**config.mk**
```make
export PLATFORM = sky130hd
export DESIGN_NAME = keyed_decaying_rate_counters
export DESIGN_NICKNAME = d
export VERILOG_FILES = /design/src/design/kdrc_pkg.sv /design/src/design/kdrc_ram.sv /design/src/design/kdrc_mul.sv /design/src/design/keyed_decaying_rate_counters.sv
export SDC_FILE = /design/constraint.sdc
export NUM_CORES = 2
export LEC_CHECK = 0
export BUFFER_PORTS_ARGS = -buffer_cell sky130_fd_sc_hd__buf_2
export CAP_MARGIN = 20
export CORE_MARGIN = 5
export CORE_UTILIZATION = 65
export CTS_CLUSTER_DIAMETER = 80
export DETAILED_ROUTE_END_ITERATION = 16
export GPL_ROUTABILITY_DRIVEN = 1
export PLACE_DENSITY = 0.82
export SKIP_CTS_REPAIR_TIMING = 1
export SLEW_MARGIN = 15
export SYNTH_ARGS = -nofsm -noshare
export SYNTH_HDL_FRONTEND = slang
export SYNTH_SLANG_ARGS = --single-unit
```
**constraint.sdc**
```tcl
create_clock -name clk -period 23.5 [get_ports clk]
set_input_delay 4.7 -clock clk [delete_from_list [all_inputs] [get_ports clk]]
set_output_delay 4.7 -clock clk [all_outputs]
set_load 0.01 [all_outputs]
```
**src/design/kdrc_pkg.sv**
```systemverilog
// Shared constants and codes for the keyed decaying rate counters.
`default_nettype none

package kdrc_pkg;

    localparam int ENTRIES_DEF  = 16;
    localparam int KEY_BITS_DEF = 32;
    localparam int KEY_IN_W     = 32;
    localparam int FRAC_BITS    = 16;
    localparam int DECAY_BITS   = 16;
    localparam int COUNT_W      = 32;
    localparam int STAMP_W      = 32;

    localparam int MUL_A_W = 32;
    localparam int MUL_B_W = DECAY_BITS + 1;
    localparam int MUL_P_W = MUL_A_W + MUL_B_W;

    localparam logic [COUNT_W-1:0]    COUNT_ONE = COUNT_W'(1) << FRAC_BITS;
    localparam logic [MUL_B_W-1:0]    DECAY_ONE = MUL_B_W'(1) << DECAY_BITS;
    localparam logic [DECAY_BITS-1:0] DECAY_RESET = DECAY_BITS'(32768);

    typedef enum logic [1:0] {
        OP_INC  = 2'd0,
        OP_READ = 2'd1,
        OP_TICK = 2'd2
    } opcode_t;

    typedef enum logic [1:0] {
        ST_OK        = 2'd0,
        ST_NOT_FOUND = 2'd1,
        ST_FULL      = 2'd2
    } status_t;

endpackage

`default_nettype wire

```
**src/design/kdrc_ram.sv**
```systemverilog
// Generic single-write, single-read RAM with a registered read port.
`default_nettype none

module kdrc_ram #(
    parameter int WIDTH = 8,
    parameter int DEPTH = 16
) (
    input  wire logic                     clk,
    input  wire logic                     we,
    input  wire logic [$clog2(DEPTH)-1:0] waddr,
    input  wire logic [WIDTH-1:0]         wdata,
    input  wire logic [$clog2(DEPTH)-1:0] raddr,
    output logic      [WIDTH-1:0]         rdata
);

    logic [WIDTH-1:0] mem_reg [DEPTH];
    logic [WIDTH-1:0] rdata_reg;

    always_ff @(posedge clk)
    begin
        if (we)
        begin
            mem_reg[waddr] <= wdata;
        end
        rdata_reg <= mem_reg[raddr];
    end

    assign rdata = rdata_reg;

endmodule

`default_nettype wire

```
**src/design/kdrc_mul.sv**
```systemverilog
// Shared unsigned multiplier used for every decay and scaling product.
`default_nettype none

module kdrc_mul (
    input  wire logic [kdrc_pkg::MUL_A_W-1:0] a,
    input  wire logic [kdrc_pkg::MUL_B_W-1:0] b,
    output logic      [kdrc_pkg::MUL_P_W-1:0] p
);

    assign p = kdrc_pkg::MUL_P_W'(a) * kdrc_pkg::MUL_P_W'(b);

endmodule

`default_nettype wire

```
**src/design/keyed_decaying_rate_counters.sv**
```systemverilog
// Top level: table of keyed counters with exponential decay over elapsed ticks.
// A tick or an unused opcode gives its result in the cycle after the request.
// An increment or read reads and compares each searched entry in turn, then raises the decay
// factor to the elapsed time by square-and-multiply, scales the count and writes it back.
// Results appear on done for one cycle, busy falls with them, and the receiver cannot stall.
// Reset empties the table by clearing its fill count, zeroes time and sets decay_reg to 32768.
`default_nettype none

module keyed_decaying_rate_counters #(
    parameter int ENTRIES  = kdrc_pkg::ENTRIES_DEF,
    parameter int KEY_BITS = kdrc_pkg::KEY_BITS_DEF
) (
    input  wire logic                               clk,
    input  wire logic                               rst_n,
    input  wire logic                               start,
    output logic                                    busy,
    input  wire logic [1:0]                         opcode,
    input  wire logic [kdrc_pkg::KEY_IN_W-1:0]      key,
    input  wire logic                               cfg_we,
    input  wire logic [kdrc_pkg::DECAY_BITS-1:0]    cfg_data,
    output logic                                    done,
    output logic [kdrc_pkg::COUNT_W-1:0]            count,
    output logic [1:0]                              status
);

    localparam int IDX_W  = $clog2(ENTRIES);
    localparam int FILL_W = $clog2(ENTRIES + 1);
    localparam int CW     = kdrc_pkg::COUNT_W;
    localparam int SW     = kdrc_pkg::STAMP_W;
    localparam int DW     = kdrc_pkg::DECAY_BITS;
    localparam int BW     = kdrc_pkg::MUL_B_W;
    localparam int RAM_W  = KEY_BITS + CW + SW;

    typedef enum logic [2:0] {
        S_IDLE,
        S_SCAN_RD,
        S_SCAN_CMP,
        S_MISS,
        S_POW,
        S_SQ,
        S_SCALE,
        S_FINISH
    } state_t;

    state_t                 state_reg, state_next;
    logic [DW-1:0]          decay_reg, decay_next;
    logic [SW-1:0]          seconds_reg, seconds_next;
    logic [FILL_W-1:0]      fill_reg, fill_next;
    logic [IDX_W-1:0]       idx_reg, idx_next;
    logic [1:0]             op_reg, op_next;
    logic [KEY_BITS-1:0]    key_reg, key_next;
    logic [CW-1:0]          work_reg, work_next;
    logic [SW-1:0]          elapsed_reg, elapsed_next;
    logic [BW-1:0]          power_reg, power_next;
    logic [DW-1:0]          base_reg, base_next;
    logic                   done_reg, done_next;
    logic [CW-1:0]          count_reg, count_next;
    logic [1:0]             status_reg, status_next;

    logic                   ram_we;
    logic [IDX_W-1:0]       ram_waddr;
    logic [RAM_W-1:0]       ram_wdata;
    logic [RAM_W-1:0]       ram_rdata;
    logic [KEY_BITS-1:0]    rd_key;
    logic [CW-1:0]          rd_count;
    logic [SW-1:0]          rd_stamp;

    logic [kdrc_pkg::MUL_A_W-1:0] mul_a;
    logic [kdrc_pkg::MUL_B_W-1:0] mul_b;
    logic [kdrc_pkg::MUL_P_W-1:0] mul_p;

    logic [CW:0]            inc_sum;
    logic [CW-1:0]          inc_count;
    logic                   last_entry;

    kdrc_ram #(
        .WIDTH (RAM_W),
        .DEPTH (ENTRIES)
    ) u_table (
        .clk   (clk),
        .we    (ram_we),
        .waddr (ram_waddr),
        .wdata (ram_wdata),
        .raddr (idx_reg),
        .rdata (ram_rdata)
    );

    kdrc_mul u_mul (
        .a (mul_a),
        .b (mul_b),
        .p (mul_p)
    );

    assign rd_key   = ram_rdata[RAM_W-1 -: KEY_BITS];
    assign rd_count = ram_rdata[CW+SW-1 -: CW];
    assign rd_stamp = ram_rdata[SW-1:0];

    assign inc_sum    = {1'b0, work_reg} + {1'b0, kdrc_pkg::COUNT_ONE};
    assign inc_count  = inc_sum[CW] ? {CW{1'b1}} : inc_sum[CW-1:0];
    assign last_entry = (FILL_W'(idx_reg) + FILL_W'(1)) == fill_reg;

    always_comb
    begin
        unique case (state_reg)
            S_POW:
            begin
                if (elapsed_reg[0])
                begin
                    mul_a = kdrc_pkg::MUL_A_W'(power_reg);
                    mul_b = BW'(base_reg);
                end
                else
                begin
                    mul_a = kdrc_pkg::MUL_A_W'(base_reg);
                    mul_b = BW'(base_reg);
                end
            end
            S_SQ:
            begin
                mul_a = kdrc_pkg::MUL_A_W'(base_reg);
                mul_b = BW'(base_reg);
            end
            default:
            begin
                mul_a = kdrc_pkg::MUL_A_W'(work_reg);
                mul_b = power_reg;
            end
        endcase
    end

    always_comb
    begin
        state_next   = state_reg;
        decay_next   = cfg_we ? cfg_data : decay_reg;
        seconds_next = seconds_reg;
        fill_next    = fill_reg;
        idx_next     = idx_reg;
        op_next      = op_reg;
        key_next     = key_reg;
        work_next    = work_reg;
        elapsed_next = elapsed_reg;
        power_next   = power_reg;
        base_next    = base_reg;
        done_next    = 1'b0;
        count_next   = count_reg;
        status_next  = status_reg;
        ram_we       = 1'b0;
        ram_waddr    = idx_reg;
        ram_wdata    = {key_reg, work_reg, seconds_reg};

        unique case (state_reg)
            S_IDLE:
            begin
                if (start)
                begin
                    op_next  = opcode;
                    key_next = KEY_BITS'(64'(key));
                    idx_next = '0;
                    unique case (opcode)
                        kdrc_pkg::OP_INC, kdrc_pkg::OP_READ:
                        begin
                            state_next = (fill_reg == '0) ? S_MISS : S_SCAN_RD;
                        end
                        kdrc_pkg::OP_TICK:
                        begin
                            seconds_next = seconds_reg + SW'(1);
                            done_next    = 1'b1;
                            count_next   = '0;
                            status_next  = kdrc_pkg::ST_OK;
                        end
                        default:
                        begin
                            done_next   = 1'b1;
                            count_next  = '0;
                            status_next = kdrc_pkg::ST_OK;
                        end
                    endcase
                end
            end
            S_SCAN_RD:
            begin
                state_next = S_SCAN_CMP;
            end
            S_SCAN_CMP:
            begin
                if (rd_key == key_reg)
                begin
                    work_next    = rd_count;
                    elapsed_next = seconds_reg - rd_stamp;
                    power_next   = kdrc_pkg::DECAY_ONE;
                    base_next    = decay_reg;
                    state_next   = S_POW;
                end
                else if (last_entry)
                begin
                    state_next = S_MISS;
                end
                else
                begin
                    idx_next   = idx_reg + IDX_W'(1);
                    state_next = S_SCAN_RD;
                end
            end
            S_MISS:
            begin
                done_next  = 1'b1;
                count_next = '0;
                state_next = S_IDLE;
                if (op_reg == kdrc_pkg::OP_READ)
                begin
                    status_next = kdrc_pkg::ST_NOT_FOUND;
                end
                else if (fill_reg == FILL_W'(ENTRIES))
                begin
                    status_next = kdrc_pkg::ST_FULL;
                end
                else
                begin
                    ram_we      = 1'b1;
                    ram_waddr   = fill_reg[IDX_W-1:0];
                    ram_wdata   = {key_reg, kdrc_pkg::COUNT_ONE, seconds_reg};
                    fill_next   = fill_reg + FILL_W'(1);
                    count_next  = kdrc_pkg::COUNT_ONE;
                    status_next = kdrc_pkg::ST_OK;
                end
            end
            S_POW:
            begin
                if (elapsed_reg == '0)
                begin
                    state_next = S_SCALE;
                end
                else if (elapsed_reg[0])
                begin
                    power_next = mul_p[DW+BW-1:DW];
                    state_next = S_SQ;
                end
                else
                begin
                    base_next    = mul_p[2*DW-1:DW];
                    elapsed_next = elapsed_reg >> 1;
                end
            end
            S_SQ:
            begin
                base_next    = mul_p[2*DW-1:DW];
                elapsed_next = elapsed_reg >> 1;
                state_next   = S_POW;
            end
            S_SCALE:
            begin
                work_next  = (mul_p[kdrc_pkg::MUL_P_W-1:CW+DW] != '0) ? {CW{1'b1}}
                                                                      : mul_p[CW+DW-1:DW];
                state_next = S_FINISH;
            end
            S_FINISH:
            begin
                ram_we      = 1'b1;
                ram_waddr   = idx_reg;
                done_next   = 1'b1;
                status_next = kdrc_pkg::ST_OK;
                state_next  = S_IDLE;
                if (op_reg == kdrc_pkg::OP_INC)
                begin
                    ram_wdata  = {key_reg, inc_count, seconds_reg};
                    count_next = inc_count;
                end
                else
                begin
                    ram_wdata  = {key_reg, work_reg, seconds_reg};
                    count_next = work_reg;
                end
            end
            default:
            begin
                state_next = S_IDLE;
            end
        endcase
    end

    always_ff @(posedge clk or negedge rst_n)
    begin
        if (!rst_n)
        begin
            state_reg   <= S_IDLE;
            decay_reg   <= kdrc_pkg::DECAY_RESET;
            seconds_reg <= '0;
            fill_reg    <= '0;
            idx_reg     <= '0;
            op_reg      <= '0;
            key_reg     <= '0;
            work_reg    <= '0;
            elapsed_reg <= '0;
            power_reg   <= '0;
            base_reg    <= '0;
            done_reg    <= 1'b0;
            count_reg   <= '0;
            status_reg  <= '0;
        end
        else
        begin
            state_reg   <= state_next;
            decay_reg   <= decay_next;
            seconds_reg <= seconds_next;
            fill_reg    <= fill_next;
            idx_reg     <= idx_next;
            op_reg      <= op_next;
            key_reg     <= key_next;
            work_reg    <= work_next;
            elapsed_reg <= elapsed_next;
            power_reg   <= power_next;
            base_reg    <= base_next;
            done_reg    <= done_next;
            count_reg   <= count_next;
            status_reg  <= status_next;
        end
    end

    assign busy   = (state_reg != S_IDLE);
    assign done   = done_reg;
    assign count  = count_reg;
    assign status = status_reg;

endmodule

`default_nettype wire
```
==> out/results.tsv <==
stage	metric	value	unit
grt	grt_pass1_wl	355000	µm
pwr	finalPower	8.23	mW
grt	grt_max_degree	158	
floorplan	die_w	381	µm
timing	finalCritPeriodShare	42.1	%
critical_path	cp-start-kind	flop	
timing	finalHoldViolCount	0	
grt	groute.usage.overall	33.2	%
cts	cts.reportedPaths.clkPinSlew	60	ps
critical_path	critPathCapture	work_reg[4]$_DFFE_PN0P_	
finish	regArea	53700	µm²
timing	finalCriticalPeriod	9900	ps
synthesis	synth-warning-count	0	
critical_path	ff2ff_setup_slack	13600	ps
critical_path	crit_type	flop to flop	
floorplan	dieArea	145000	µm²
run_status	status	finished clean	
timing	hold-worst-slack	458	ps
synthesis	synth_ff_type	edfxtp_1	
timing	rsz0062_at_grt	no	
finish	multi_input_area	32300	µm²
synthesis	ys_async_sr_fraction	12.2	%
synthesis	syn_inst	5733	
place	io_buffers	89	
detailed_routing	totalWireLength	237000	µm
finish	largest_reg_flops	1536	
cts	cts_tree	done	
cts	cts-htree-levels	4	
critical_path	cp.required	24160	ps
finish	fillers	8023	
detailed_routing	drtPass1Iterations	8	
detailed_routing	drc	0	
cts	cts_sinks	1858	
detailed_routing	drt_iter0_drc	7314	
pwr	p_per_area	84.3	nW/µm²
synthesis	synth_seq_cells	1858	
synthesis	ys_seq_area_share	60.2	%
pwr	p_leak	36.0	nW
critical_path	worst-endpoint-arrival	10550	ps
finish	area_growth	9.40	%
timing	tns	0	ps
place	place_congestion	0.954	
grt	antenna_found_initial	4	
critical_path	endpoint_kind	flop	
timing	drv_slew	0	
floorplan	rows	136	
cts	clock_latency	840	ps
detailed_routing	via_per_inst	6.77	
floorplan	start_util	65.1	%
pwr	ir_worst_vdd	0.0883	mV
timing	setup_viol_count_final	0	
timing	tightest_slew	1180	ps
floorplan	ios	90	
run	cap_violations	0	
critical_path	worstReg2RegEnd	work_reg[4]$_DFFE_PN0P_	
detailed_routing	via_count	52293	
critical_path	r2r_cells	25	
grt	grt_overflow	0	
critical_path	crit-reg2reg-launch	state_reg[1]$_DFFE_PN0P_	
detailed_routing	ant_nets	0	
finish	drive_gt1_share	17.0	%
timing	fmax	101	MHz
cts	cts_root_buffer	clkbuf_16	
finish	finalNetCount	6440	
grt	first_global_vias	55122	
worst_hold_path	min_path_type	flop to flop	
synthesis	synth_cell_types	81	
synthesis	synth_edf_count	1536	
floorplan	core_region_area	137000	µm²
synthesis	synthesis.area	89200	µm²
critical_path	cp_max_fo	105	
critical_path	cp-startpoint	state_reg[1]$_DFFE_PN0P_	
finish	fin_area	97600	µm²
timing	clock_skew	84.1	ps
synthesis	syn_area_per_cell	15.6	µm²
place	dp_hpwl	131000	µm
synthesis	synth_nets	6392	
detailed_routing	routedWlPerCell	30.6	µm
finish	fin_util	71.3	%
timing	maxSlewHeadroom	21.2	%
floorplan	die_y	381	µm
place	place_area	91600	µm²
cts	cts_buffers	177	
cts	cts.path.max_buffers	3	
==> layout by cell type (no fill, tap or decap), types with 48 or more instances in the layout <==
cell	instances
mux4_2	480
nand2_1	611
buf_4	65
a21oi_1	164
clkbuf_16	179
buf_2	90
dfrtp_1	222
o21ai_0	110
clkbuf_1	48
nor2_1	232
a21o_1	86
dfxtp_1	96
mux2_2	50
and3_1	80
inv_1	594
xnor2_1	97
ha_1	157
fa_1	448
edfxtp_1	1536
==> synthesized netlist by cell type (all sizes together) (8+ instances only) <==
cell    instances  area share, %
o21a           20           0.17
nor2b          13          0.091
nand2b         13          0.091
o22ai          17           0.12
nand2         611            2.6
o21ai         114           0.65
a31oi          23           0.19
clkbuf        239            1.0
a21o           86           0.72
buf            59           0.30
dfxtp          96            2.2
or3            12          0.084
or2             8          0.056
nand4          38           0.27
fa            448             10
nor2          254            1.1
xnor2          97           0.95
nor3           25           0.15
ha            157            2.2
edfxtp       1536             52
mux2           50           0.63
a22oi          29           0.24
mux4          480             12
nand3          34           0.19
nor4           15           0.11
a221oi         12           0.12
and2           39           0.27
mux2i          16           0.19
o211ai         11          0.093
inv           595            2.5
and3           80           0.56
dfrtp         225            6.3
a21oi         166           0.94
xor2           41           0.40
==> routing by layer <==
| metal | vias to the layer above | GRT usage (%) | part of all wire (%) |
|---|---|---|---|
| met5 | - | 0 | 0.0097 |
| met4 | 4 | 13.5 | 4.7 |
| met3 | 762 | 7.08 | 10 |
| met2 | 3699 | 54.3 | 50 |
| met1 | 26960 | 44.3 | 35 |
| li1 | 20868 | - | - |
==> worst min-delay path by stage <==
| stage | end | start | cells past startpoint |
|---|---|---|---|
| final | count[18]$_DFFE_PN0P_ | count[18]$_DFFE_PN0P_ | 2 |
| after global routing | count[7]$_DFFE_PN0P_ | count[7]$_DFFE_PN0P_ | 2 |
| after CTS | count[14]$_DFFE_PN0P_ | count[14]$_DFFE_PN0P_ | 2 |
| after detailed placement | count[14]$_DFFE_PN0P_ | count[14]$_DFFE_PN0P_ | 2 |
| after global placement | count[14]$_DFFE_PN0P_ | count[14]$_DFFE_PN0P_ | 2 |
| after floorplan | base_reg[7]$_DFFE_PN0P_ | base_reg[7]$_DFFE_PN0P_ | 2 |
==> layout make-up <==
type | instances | area share (%)
flip-flops and latches | 1858 | 55.0
multi-input cells | 2982 | 33.1
clock buffers | 246 | 5.04
well taps | 1794 | 2.30
inverters | 595 | 2.30
repair buffers | 167 | 1.20
clock inverters | 85 | 1.02
diodes | 1 | 0.00256
==> report_power, final <==
| group | switching, mW | leakage [nW] | total, mW | internal, mW |
|---|---|---|---|---|
| combinational | 0.605 | 15.7 | 1.20 | 0.600 |
| clock | 1.28 | 2.86 | 2.88 | 1.61 |
| sequential | 0.270 | 17.4 | 4.14 | 3.87 |
==> cell families after synthesis <==
kind of cell	count (synthesis)	synth area share, %
DFF	1858	60.2
adders and majority gates	605	12.3
and+or+nand+nor	1162	5.71
muxes	546	12.9
AOI/OAI and AO/OA	531	3.76
xor gates and xnor gates	138	1.35
buffers and inverters	893	3.81
==> metrics by stage <==
step / cells / worst slack, ps
global route: 7727 / 13240
finish: 7728 / 13600
floorplan: 5733 / 15850
detailed placement: 7393 / 13680
CTS: 7724 / 13580
global placement: 7391 / 13890
==> critical path, cell delays in order, from the launching register on <==
cell and delay [ps]:
dfrtp_1 750, nand2b_4 990, buf_4 750, a22oi_1 210
nand2_1 500, nand2_1 170, fa_1 560, inv_1 60
fa_1 560, fa_1 460, fa_1 480, fa_1 530
inv_1 60, fa_1 480, inv_1 50, ha_1 390
a21oi_2 250, o21ai_0 120, or3_1 390, a31oi_2 360
o21ai_4 180, a31oi_4 260, mux2i_4 600, buf_16 230
a21oi_1 90, a21o_1 170
(Power assumes the default switching activity.)
